### src/sv/dfcd_pkg.sv
// ----------------------------------------------------------------------------
// dfcd_pkg
// Types and constants shared by the date format code detector modules.
// ----------------------------------------------------------------------------
`default_nettype none

package dfcd_pkg;

  localparam int unsigned QUEUE_DEPTH = 2;

  localparam logic [7:0] CH_QUOTE  = 8'h22;
  localparam logic [7:0] CH_LBRACK = 8'h5B;
  localparam logic [7:0] CH_RBRACK = 8'h5D;
  localparam logic [7:0] CH_BSLASH = 8'h5C;
  localparam logic [7:0] CH_USCORE = 8'h5F;
  localparam logic [7:0] CH_STAR   = 8'h2A;
  localparam logic [7:0] CH_SPACE  = 8'h20;
  localparam logic [7:0] CH_TAB    = 8'h09;
  localparam logic [7:0] CH_CR     = 8'h0D;
  localparam logic [7:0] CH_UPPER_A = 8'h41;
  localparam logic [7:0] CH_UPPER_Z = 8'h5A;
  localparam logic [7:0] CASE_DELTA = 8'h20;

  // "[$-F400]" and "[$-F800]", first character in the high byte
  localparam logic [63:0] LOCALE_TAG_F400 = 64'h5B242D463430305D;
  localparam logic [63:0] LOCALE_TAG_F800 = 64'h5B242D463830305D;

  localparam logic [15:0] PAT_YY    = 16'h7979;
  localparam logic [15:0] PAT_DD    = 16'h6464;
  localparam logic [15:0] PAT_MM    = 16'h6D6D;
  localparam logic [15:0] PAT_M_SL  = 16'h6D2F;
  localparam logic [15:0] PAT_SL_M  = 16'h2F6D;
  localparam logic [7:0]  PAT_H     = 8'h68;
  localparam logic [15:0] PAT_SS    = 16'h7373;
  localparam logic [23:0] PAT_A_P   = 24'h612F70;
  localparam logic [39:0] PAT_AM_PM = 40'h616D2F706D;

  // Classified byte handed from the front end to the back end
  typedef struct packed {
    logic       keep;
    logic [7:0] kbyte;
    logic       nonspace;
    logic       locale_hit;
    logic       last;
    logic       empty;
  } token_t;

endpackage

`default_nettype wire

### src/sv/date_format_code_detector.sv
// ----------------------------------------------------------------------------
// date_format_code_detector
// Decides whether a spreadsheet number-format code denotes a date or time.
//
//   channel | ports                                                   | dir
//   --------+---------------------------------------------------------+-----
//   input   | in_valid in_stall in_code_byte in_last_byte in_empty_code | in
//   result  | out_valid out_stall out_is_date                         | out
//
// One byte per cycle is accepted while in_stall is low; the front end classifies it in the
// accept cycle and the back end consumes one token per cycle from the queue, except that a
// last (or empty) token waits while a stalled verdict is pending. Its verdict is registered
// into out_valid/out_is_date when the back end pops it from the token queue.
// in_stall is high only when the token queue is full.
// Reset (rst_n low, synchronous) clears all flags, the queue and out_valid.
// ----------------------------------------------------------------------------
`default_nettype none

module date_format_code_detector #(
  parameter int unsigned QUEUE_DEPTH = dfcd_pkg::QUEUE_DEPTH
) (
  input  wire logic        clk,
  input  wire logic        rst_n,
  input  wire logic        in_valid,
  output logic             in_stall,
  input  wire logic [7:0]  in_code_byte,
  input  wire logic        in_last_byte,
  input  wire logic        in_empty_code,
  output logic             out_valid,
  input  wire logic        out_stall,
  output logic             out_is_date
);

  dfcd_pkg::token_t front_tok;
  dfcd_pkg::token_t back_tok;
  logic             accept;
  logic             full;
  logic             q_empty;
  logic             pop;

  assign in_stall = full;
  assign accept   = in_valid && !full;

  dfcd_front u_front (
    .clk        (clk),
    .rst_n      (rst_n),
    .accept     (accept),
    .code_byte  (in_code_byte),
    .last_byte  (in_last_byte),
    .empty_code (in_empty_code),
    .tok        (front_tok)
  );

  dfcd_queue #(
    .DEPTH (QUEUE_DEPTH)
  ) u_queue (
    .clk      (clk),
    .rst_n    (rst_n),
    .push     (accept),
    .push_tok (front_tok),
    .full     (full),
    .pop      (pop),
    .q_empty  (q_empty),
    .pop_tok  (back_tok)
  );

  dfcd_back u_back (
    .clk         (clk),
    .rst_n       (rst_n),
    .q_empty     (q_empty),
    .tok         (back_tok),
    .pop         (pop),
    .out_valid   (out_valid),
    .out_stall   (out_stall),
    .out_is_date (out_is_date)
  );

endmodule

`default_nettype wire

### src/sv/dfcd_front.sv
// ----------------------------------------------------------------------------
// dfcd_front
// Accepts format code bytes, tracks quote/bracket/skip state and the raw
// window, and emits one classified token per transaction.
// ----------------------------------------------------------------------------
`default_nettype none

module dfcd_front (
  input  wire logic            clk,
  input  wire logic            rst_n,
  input  wire logic            accept,
  input  wire logic [7:0]      code_byte,
  input  wire logic            last_byte,
  input  wire logic            empty_code,
  output dfcd_pkg::token_t     tok
);

  logic        quote_r, quote_nxt;
  logic        bracket_r, bracket_nxt;
  logic        skip_r, skip_nxt;
  logic [55:0] raw_r, raw_nxt;
  logic [63:0] rw;
  logic        keep;
  logic        upper;

  always_comb begin
    rw          = {raw_r, code_byte};
    quote_nxt   = quote_r;
    bracket_nxt = bracket_r;
    skip_nxt    = skip_r;
    keep        = 1'b0;
    if (skip_r) begin
      skip_nxt = 1'b0;
    end else if (code_byte == dfcd_pkg::CH_QUOTE) begin
      quote_nxt = !quote_r;
    end else if (quote_r) begin
      keep = 1'b0;
    end else if (code_byte == dfcd_pkg::CH_LBRACK) begin
      bracket_nxt = 1'b1;
    end else if (code_byte == dfcd_pkg::CH_RBRACK && bracket_r) begin
      bracket_nxt = 1'b0;
    end else if (bracket_r) begin
      keep = 1'b1;
    end else if (code_byte == dfcd_pkg::CH_BSLASH || code_byte == dfcd_pkg::CH_USCORE) begin
      skip_nxt = 1'b1;
    end else if (code_byte == dfcd_pkg::CH_STAR) begin
      keep = 1'b0;
    end else begin
      keep = 1'b1;
    end
    raw_nxt = rw[55:0];
    upper   = (code_byte >= dfcd_pkg::CH_UPPER_A) && (code_byte <= dfcd_pkg::CH_UPPER_Z);

    tok.keep       = keep && !empty_code;
    tok.kbyte      = upper ? (code_byte + dfcd_pkg::CASE_DELTA) : code_byte;
    tok.nonspace   = !(code_byte == dfcd_pkg::CH_SPACE ||
                       (code_byte >= dfcd_pkg::CH_TAB && code_byte <= dfcd_pkg::CH_CR));
    tok.locale_hit = (rw == dfcd_pkg::LOCALE_TAG_F400) || (rw == dfcd_pkg::LOCALE_TAG_F800);
    tok.last       = last_byte && !empty_code;
    tok.empty      = empty_code;
  end

  always_ff @(posedge clk) begin
    if (!rst_n) begin
      quote_r   <= 1'b0;
      bracket_r <= 1'b0;
      skip_r    <= 1'b0;
      raw_r     <= '0;
    end else if (accept) begin
      if (empty_code || last_byte) begin
        quote_r   <= 1'b0;
        bracket_r <= 1'b0;
        skip_r    <= 1'b0;
        raw_r     <= '0;
      end else begin
        quote_r   <= quote_nxt;
        bracket_r <= bracket_nxt;
        skip_r    <= skip_nxt;
        raw_r     <= raw_nxt;
      end
    end
  end

endmodule

`default_nettype wire

### src/sv/dfcd_queue.sv
// ----------------------------------------------------------------------------
// dfcd_queue
// Short token queue between the front end and the back end.
// ----------------------------------------------------------------------------
`default_nettype none

module dfcd_queue #(
  parameter int unsigned DEPTH = dfcd_pkg::QUEUE_DEPTH
) (
  input  wire logic             clk,
  input  wire logic             rst_n,
  input  wire logic             push,
  input  wire dfcd_pkg::token_t push_tok,
  output logic                  full,
  input  wire logic             pop,
  output logic                  q_empty,
  output dfcd_pkg::token_t      pop_tok
);

  localparam int unsigned PTR_W = (DEPTH > 1) ? $clog2(DEPTH) : 1;
  localparam int unsigned CNT_W = $clog2(DEPTH + 1);

  dfcd_pkg::token_t   mem [DEPTH];
  logic [PTR_W-1:0]   wr_ptr_r, wr_ptr_nxt;
  logic [PTR_W-1:0]   rd_ptr_r, rd_ptr_nxt;
  logic [CNT_W-1:0]   count_r, count_nxt;

  assign full    = (count_r == CNT_W'(DEPTH));
  assign q_empty = (count_r == '0);
  assign pop_tok = mem[rd_ptr_r];

  always_comb begin
    wr_ptr_nxt = (wr_ptr_r == PTR_W'(DEPTH - 1)) ? '0 : wr_ptr_r + 1'b1;
    rd_ptr_nxt = (rd_ptr_r == PTR_W'(DEPTH - 1)) ? '0 : rd_ptr_r + 1'b1;
    count_nxt  = count_r;
    if (push && !pop) begin
      count_nxt = count_r + 1'b1;
    end else if (pop && !push) begin
      count_nxt = count_r - 1'b1;
    end
  end

  always_ff @(posedge clk) begin
    if (push) begin
      mem[wr_ptr_r] <= push_tok;
    end
  end

  always_ff @(posedge clk) begin
    if (!rst_n) begin
      wr_ptr_r <= '0;
      rd_ptr_r <= '0;
      count_r  <= '0;
    end else begin
      if (push) begin
        wr_ptr_r <= wr_ptr_nxt;
      end
      if (pop) begin
        rd_ptr_r <= rd_ptr_nxt;
      end
      count_r <= count_nxt;
    end
  end

endmodule

`default_nettype wire

### src/sv/dfcd_back.sv
// ----------------------------------------------------------------------------
// dfcd_back
// Matches kept bytes against date/time patterns, accumulates the verdict
// flags and holds the result in an output register.
// ----------------------------------------------------------------------------
`default_nettype none

module dfcd_back (
  input  wire logic             clk,
  input  wire logic             rst_n,
  input  wire logic             q_empty,
  input  wire dfcd_pkg::token_t tok,
  output logic                  pop,
  output logic                  out_valid,
  input  wire logic             out_stall,
  output logic                  out_is_date
);

  logic [31:0] hist_r;
  logic        pattern_r, locale_r, nonspace_r;
  logic        valid_r, valid_nxt;
  logic        is_date_r;
  logic [39:0] w;
  logic        pat_hit;
  logic        pattern_nxt, locale_nxt, nonspace_nxt;
  logic        emits;

  assign emits = tok.last || tok.empty;
  assign pop   = !q_empty && (!emits || !valid_r || !out_stall);

  always_comb begin
    w       = {hist_r, tok.kbyte};
    pat_hit = (w[15:0] == dfcd_pkg::PAT_YY)   || (w[15:0] == dfcd_pkg::PAT_DD)  ||
              (w[15:0] == dfcd_pkg::PAT_MM)   || (w[15:0] == dfcd_pkg::PAT_M_SL) ||
              (w[15:0] == dfcd_pkg::PAT_SL_M) || (w[7:0] == dfcd_pkg::PAT_H)    ||
              (w[15:0] == dfcd_pkg::PAT_SS)   || (w[23:0] == dfcd_pkg::PAT_A_P) ||
              (w == dfcd_pkg::PAT_AM_PM);
    pattern_nxt  = pattern_r || (tok.keep && pat_hit);
    locale_nxt   = locale_r || tok.locale_hit;
    nonspace_nxt = nonspace_r || tok.nonspace;

    valid_nxt = valid_r;
    if (pop && emits) begin
      valid_nxt = 1'b1;
    end else if (valid_r && !out_stall) begin
      valid_nxt = 1'b0;
    end
  end

  always_ff @(posedge clk) begin
    if (pop && emits) begin
      is_date_r <= !tok.empty && nonspace_nxt && (locale_nxt || pattern_nxt);
    end
  end

  always_ff @(posedge clk) begin
    if (!rst_n) begin
      valid_r    <= 1'b0;
      hist_r     <= '0;
      pattern_r  <= 1'b0;
      locale_r   <= 1'b0;
      nonspace_r <= 1'b0;
    end else begin
      valid_r <= valid_nxt;
      if (pop) begin
        if (emits) begin
          hist_r     <= '0;
          pattern_r  <= 1'b0;
          locale_r   <= 1'b0;
          nonspace_r <= 1'b0;
        end else begin
          if (tok.keep) begin
            hist_r <= w[31:0];
          end
          pattern_r  <= pattern_nxt;
          locale_r   <= locale_nxt;
          nonspace_r <= nonspace_nxt;
        end
      end
    end
  end

  assign out_valid   = valid_r;
  assign out_is_date = is_date_r;

endmodule

`default_nettype wire

### config.mk
export PLATFORM = sky130hd
export DESIGN_NAME = date_format_code_detector
export DESIGN_NICKNAME = d
export VERILOG_FILES = /design/src/sv/dfcd_pkg.sv /design/src/sv/date_format_code_detector.sv /design/src/sv/dfcd_front.sv /design/src/sv/dfcd_queue.sv /design/src/sv/dfcd_back.sv
export SDC_FILE = /design/constraint.sdc
export NUM_CORES = 1
export LEC_CHECK = 0
export BUFFER_PORTS_ARGS = -buffer_cell sky130_fd_sc_hd__buf_2
export CORE_UTILIZATION = 33
export DETAILED_ROUTE_END_ITERATION = 10
export GPL_TIMING_DRIVEN = 0
export HOLD_SLACK_MARGIN = 0.15
export SYNTH_ARGS = -nofsm -noshare
export SYNTH_HDL_FRONTEND = slang
export SYNTH_SLANG_ARGS = --single-unit
### constraint.sdc
create_clock -name clk -period 2.6 [get_ports clk]
set_input_delay 0.26 -clock clk [delete_from_list [all_inputs] [get_ports clk]]
set_output_delay 0.26 -clock clk [all_outputs]
set_load 0.05 [all_outputs]
; ---- After elaboration in Yosys (flattened, before gate mapping)
; Memories as Yosys holds them, arrays and structs flattened. A register that Yosys moved wholly into a read port is not among the register bits.
; Index checks and enable logic that the tools add are counted.
; W data, S select, Z words.
[totals]
regBits = 100
ram_bits = 26
out_inout_bits = 3
memories = 1
[op_classes]
add_sub_neg = 5
magnitude_cmp = 4
n_eq_ne = 22
muxes = 42
n_reduce_logical = 53
[memory_table]
columns = memory, words, width, read_ports, rd_ports_with_merged_regs, write_ports, line
row1 = u_queue.mem, 2, 13, 1, 1, 1, dfcd_queue.sv:23  ; dfcd_pkg::token_t mem [DEPTH];
[op_table]
columns = op, count
row1 = $eq A64 B63 Y1 const B, 2
row2 = $eq A16 B15 Y1 const B, 5
row3 = $mux W32, 2
row4 = $mux W56, 1
row5 = $eq A40 B39 Y1 const B, 1
row6 = $eq A8 B7 Y1 const B, 5
row7 = $mux W1, 36
row8 = $eq A24 B23 Y1 const B, 1
row9 = $eq A8 B6 Y1 const B, 3
row10 = $logic_or A1 B1 Y1, 19
row11 = $eq A16 B14 Y1 const B, 1
row12 = $logic_and A1 B1 Y1, 14
row13 = $logic_not A1 Y1, 11
row14 = $add A8 B6 Y8 const B, 1
row15 = $ge A8 B4 Y1 const B, 1
row16 = $ge A8 B7 Y1 const B, 1
row17 = $le A8 B4 Y1 const B, 1
row18 = $le A8 B7 Y1 const B, 1
row19 = $mux W8, 1
row20 = $reduce_bool A2 Y1, 4
row21 = $ne A2 B2 Y1 const B, 3
row22 = $reduce_and A5 Y1, 1
row23 = $mux W2, 2
row24 = $reduce_and A3 Y1, 1
row25 = other kinds (7), 8

; ---- Longest topological paths before layout
[depth]
depth_word = 13
mapped_depth = 8

; ---- Modules after synthesis
; Synthesis repeated with hierarchy kept, for this count alone.
[hier_totals]
cells_unflattened = 503
hier_area_um2 = 5407.7
[modules_own_cells]
columns = mod, instances, cells_each, area_per_inst_um2, seq_area_each_um2
row1 = dfcd_front, 1, 269, 2548.7, 1181.1
row2 = dfcd_back, 1, 171, 1694.1, 750.7
row3 = dfcd_queue, 1, 62, 1151.1, 880.8
row4 = date_format_code_detector, 1, 1, 13.8, 0.0

; ---- Worst setup path after synthesis
; No wires, ideal clock.
[synth_path]
path_kind = register to register
from = reg u_back.valid_r (netlist: u_back.out_valid)
to = reg u_queue.count_r[1]
arrival_ns = 1.896
required_ns = 2.524
path_slack_ns = 0.629
path_stages_with_launch = 7
path_buffers = 0
period_less_slack_ns = 1.971
cell_sequence = dfxtp_1 nand2_1 o31a_1 inv_1 ha_1 or3_1 a21boi_0
[synth_via]
elab_chain_cells = 7
elab_cells_between_ends = 9
[synth_rtl]
columns = element, line
row1 = start: declaration, dfcd_back.sv:21  ; logic valid_r, valid_nxt;
row2 = start signal: assignment, dfcd_back.sv:64  ; valid_r <= valid_nxt;
row3 = $logic_not A1 Y1 *, dfcd_back.sv:29  ; assign pop = !q_empty && (!emits || !valid_r || !out_stall);
row4 = $logic_or A1 B1 Y1 * (2 in series), dfcd_back.sv:29
row5 = $logic_and A1 B1 Y1 *, dfcd_back.sv:29
row6 = $logic_not A1 Y1, dfcd_queue.sv:36  ; if (push && !pop) begin
row7 = $logic_and A1 B1 Y1, dfcd_queue.sv:36
row8 = $mux W2 or $reduce_bool A2 Y1 (tied branches), n/a
row9 = end signal: assignment, dfcd_queue.sv:61  ; count_r <= count_nxt;
row10 = end: declaration, dfcd_queue.sv:26  ; logic [CNT_W-1:0] count_r, count_nxt;
; Mark *: on every way between the ends. The rest lies on a longest branch, timed or not.
; A chain may end at the register's enable or synchronous reset.

; ---- Final worst setup path
[layout_path]
from = reg u_queue.count_r[0]
to = reg u_queue.count_r[1]
[layout_via]
elab_chain_cells = 6
elab_cells_between_ends = 15
[layout_rtl]
columns = element, line
row1 = $eq A2 B2 Y1 *, dfcd_queue.sv:28  ; assign full = (count_r == CNT_W'(DEPTH));
row2 = $logic_not A1 Y1 *, date_format_code_detector.sv:42  ; assign accept = in_valid && !full;
row3 = $logic_and A1 B1 Y1 *, date_format_code_detector.sv:42
row4 = named net accept, date_format_code_detector.sv:36  ; logic accept;
row5 = $logic_not A1 Y1, dfcd_queue.sv:38  ; end else if (pop && !push) begin
row6 = $logic_and A1 B1 Y1, dfcd_queue.sv:38
row7 = $reduce_bool A2 Y1 (no source line), n/a
; The timed path passes the listed nets; every way through them passes the cells marked *. The select of a mux whose other input is x is not followed.

==> flow_metrics.env <==
export IMPL_crit_fanout=10
export IMPL_postRouteAntennaNets=0
export IMPL_gr_usage_all_layers=0.1583
export IMPL_p_leak_nw=2.158
export IMPL_core_area_sq_um=16580
export IMPL_wl_met1_microns=6170
export IMPL_cts_tree="built"
export IMPL_powerDensity_nw_per_um2=902.1
export IMPL_rows=47
export IMPL_clk_latency_ns=0.42
export IMPL_synth_fp_nets=594
export IMPL_clkTransAtPathRegs_ns=0.06
export IMPL_netlist_area_sq_um=5612
export IMPL_gp_congestion=0.8317
export IMPL_worstSetupStartpointType="register"
export IMPL_post_cts_buffers=0
export IMPL_die_y_microns=132.4
export IMPL_synth_seq_cells=127
export IMPL_crit_type="reg -> reg"
export IMPL_final_min_clock_period_ns=2.346
export IMPL_combPwrFrac=0.204
export IMPL_p_int_mw=4.263
export IMPL_avgRoutedWirePerCell_microns=15.42
export IMPL_seqPwrFrac=0.371
export IMPL_postLayoutSetupSlackWorst_ns=0.2537
export IMPL_worst_pin_slew_ns=0.7027
export IMPL_hold_viol_final=0
export IMPL_synthFlopType="dfxtp_1"
export IMPL_async_flop_share=0
export IMPL_antenna_found_initial=0
export IMPL_dpl_cell_area_sq_um=5967
export IMPL_pin_count=17
export IMPL_grt_pass1_vias=4369
export IMPL_ys_seq_area_frac=0.5012
export IMPL_cts_buffers=17
export IMPL_place_ws_ns=0.1604
export IMPL_switchingPower_mw=1.766
export IMPL_slew_headroom=0.5275
export IMPL_grt_pass1_wl_microns=22000
export IMPL_wl_met2_microns=6338
export IMPL_drt_first_pass_iters=4
export IMPL_worst_clock_skew_ns=0.01690
export IMPL_post_route_period_util=0.9024
export IMPL_dieArea_sq_um=17530
export IMPL_slew_violations=0
export IMPL_status="completed"
export IMPL_dpl_hpwl_microns=9597
export IMPL_clockPowerShare=0.425
export IMPL_vias=4472
export IMPL_avgSynthCellArea_sq_um=9.709
export IMPL_fin_area_sq_um=6683
export IMPL_finalSetupViolCount=0
export IMPL_htreeDepth=4
export IMPL_die_w_microns=132.4
export IMPL_numPortBuffers=16
export IMPL_setup_tns_ns=0
export IMPL_clockBufferDepth=2
export IMPL_clock_fmax_mhz=426.2
export IMPL_min_path_type="in -> reg"
export IMPL_drt_iter0_drc=274
export IMPL_required_ns=2.94
export IMPL_p_sw_frac=0.2930
export IMPL_arrival_ns=2.69
export IMPL_ys_types=58
export IMPL_routed_wl_microns=13140
export IMPL_start_util=0.3384
export IMPL_drc=0
export IMPL_n_antenna_cell=0
export IMPL_netlist_instances=578
export IMPL_ys_warn_count=0
export IMPL_synth_edf_count=27
export IMPL_areaGrowthSynthToFinish_pct=19.09
export IMPL_grt_overflow_total=0
export IMPL_grt_max_degree=17
export IMPL_drive_gt1_frac=0.1218
export IMPL_crit_path_end_kind="register"
export IMPL_clock_root_buffer="clkbuf_16"
export IMPL_highest_layer="met4"
export IMPL_holdWs_ns=0.1782
export IMPL_clock_sinks=127
export IMPL_rsz0062_at_grt="no"
export IMPL_drt_vias_per_instance=5.249
export IMPL_maxCapViolCount=0
export IMPL_ir_drop_mv=0.6139
export IMPL_layout_nets=635
export IMPL_dr_wl_met3_microns=384
power groups by stage:
stage / Sequential (mW) / Clock (mW) / Combinational [mW]
3_3_place_gp: 2.27 / 0 / 1.19
6_report: 2.24 / 2.56 / 1.23
2_1_floorplan: 2.29 / 0 / 0.887
3_5_place_dp: 2.28 / 0 / 1.22
4_1_cts: 2.24 / 2.60 / 1.23
5_1_grt: 2.25 / 2.69 / 1.35
cell families after synthesis:
logic type | share of synthesized area
AOI/OAI and AO/OA | 0.1699
xor gates and xnor gates | 0.009364
DFF | 0.5012
adders and majority gates | 0.004459
muxes | 0.02720
and+or+nand+nor | 0.2551
buffers and inverters | 0.03277
worst max-delay path: stages, from the launching register on:
cell	delay [ns]
dfxtp_1	0.42
nand2b_1	0.23
nand2_1	0.20
inv_1	0.20
clkbuf_1	0.38
ha_1	0.34
or3_1	0.37
a21boi_0	0.15
path summary, 6_finish.rpt:
kind / cells after the start / to / startpoint / slack, ns
worst min register to register: 2 / u_front.raw_r[49]$_SDFFE_PN0P_ / u_front.raw_r[49]$_SDFFE_PN0P_ / 0.47
worst max-delay path: 7 / u_queue.count_r[1]$_SDFFE_PN0P_ / u_queue.count_r[0]$_SDFFE_PN0P_ / 0.25
worst min-delay path: 3 / u_front.raw_r[5]$_SDFFE_PN0P_ / in_code_byte[5] / 0.18
worst max register to register: 7 / u_queue.count_r[1]$_SDFFE_PN0P_ / u_queue.count_r[0]$_SDFFE_PN0P_ / 0.25
metal layers:
layer  up-vias  global-route usage
li1       2198                   -
met3        20             0.03768
met2        69              0.2635
met4         0             0.06897
met5         -                   0
met1      2185              0.1948
what timing repair did:
| action | CTS | global route |
|---|---|---|
| hold buffers | 6 | 0 |
| resized for setup | 0 | 1 |
| setup endpoints to repair | 0 | 14 |
| endpoints found under the hold margin | 12 | 0 |
per-stage QoR:
step	power, mW	utilization	std cells
after floorplan	3.177	-	578
after global placement	3.461	0.3598	814
after detailed placement	3.497	0.3598	814
after CTS	6.067	0.4028	852
after global routing	6.295	0.4030	852
final	6.029	0.4030	852
state kept, by name (all words and copies together) (netlist names), 2 cells and up, named ones only:
| register | flops |
|---|---|
| u_queue.count_r | 2 |
| u_queue.mem | 26 |
| u_back.hist_r | 32 |
| u_front.raw_r | 56 |
synth_stat cells, drive strengths merged, types with 3 or more instances:
master / number / area [sq um]
nor2b: 41 / 256.5
o31ai: 3 / 22.52
nand4: 12 / 75.07
nand2: 64 / 240.2
a21boi: 60 / 450.4
edfxtp: 27 / 810.8
and2: 5 / 31.28
nand3: 65 / 325.3
xor2: 4 / 35.03
nor2: 16 / 67.56
and3: 3 / 18.77
mux2: 7 / 82.57
mux2i: 7 / 70.07
and3b: 5 / 43.79
dfxtp: 100 / 2002
nor4bb: 7 / 70.07
nor3: 9 / 50.05
or2: 4 / 25.02
nor4b: 9 / 78.83
nor4: 6 / 37.54
buf: 11 / 63.81
a22oi: 29 / 217.7
o21ai: 9 / 45.04
o22ai: 3 / 18.77
o21a: 3 / 22.52
nor3b: 4 / 35.03
a21oi: 4 / 20.02
inv: 4 / 15.01
clkbuf: 28 / 105.1
a2bb2oi: 4 / 35.03
area by class of cell:
type	count	area [sq um]
plain buffers	39	168.9
clock buffers	22	506.7
clock inverters	10	146.4
fillers	1661	9901
inverters	4	15.01
multi-input cells	408	2618
flip-flops and latches	127	2813
well taps	220	275.3
repair buffers	22	140.1
layout by cell type (no fill, tap or decap), types with 8 or more instances in the layout:
cell         n
dfxtp_1    100
nand3_1     65
nand2_1     64
a21boi_0    60
nor2b_1     41
clkbuf_1    29
a22oi_1     29
edfxtp_1    27
buf_2       25
clkbuf_16   19
nor2_1      14
nand4_1     12
nor4b_1      9
nor3_1       8
o21ai_0      8
Power figures use the tool's default switching activity.
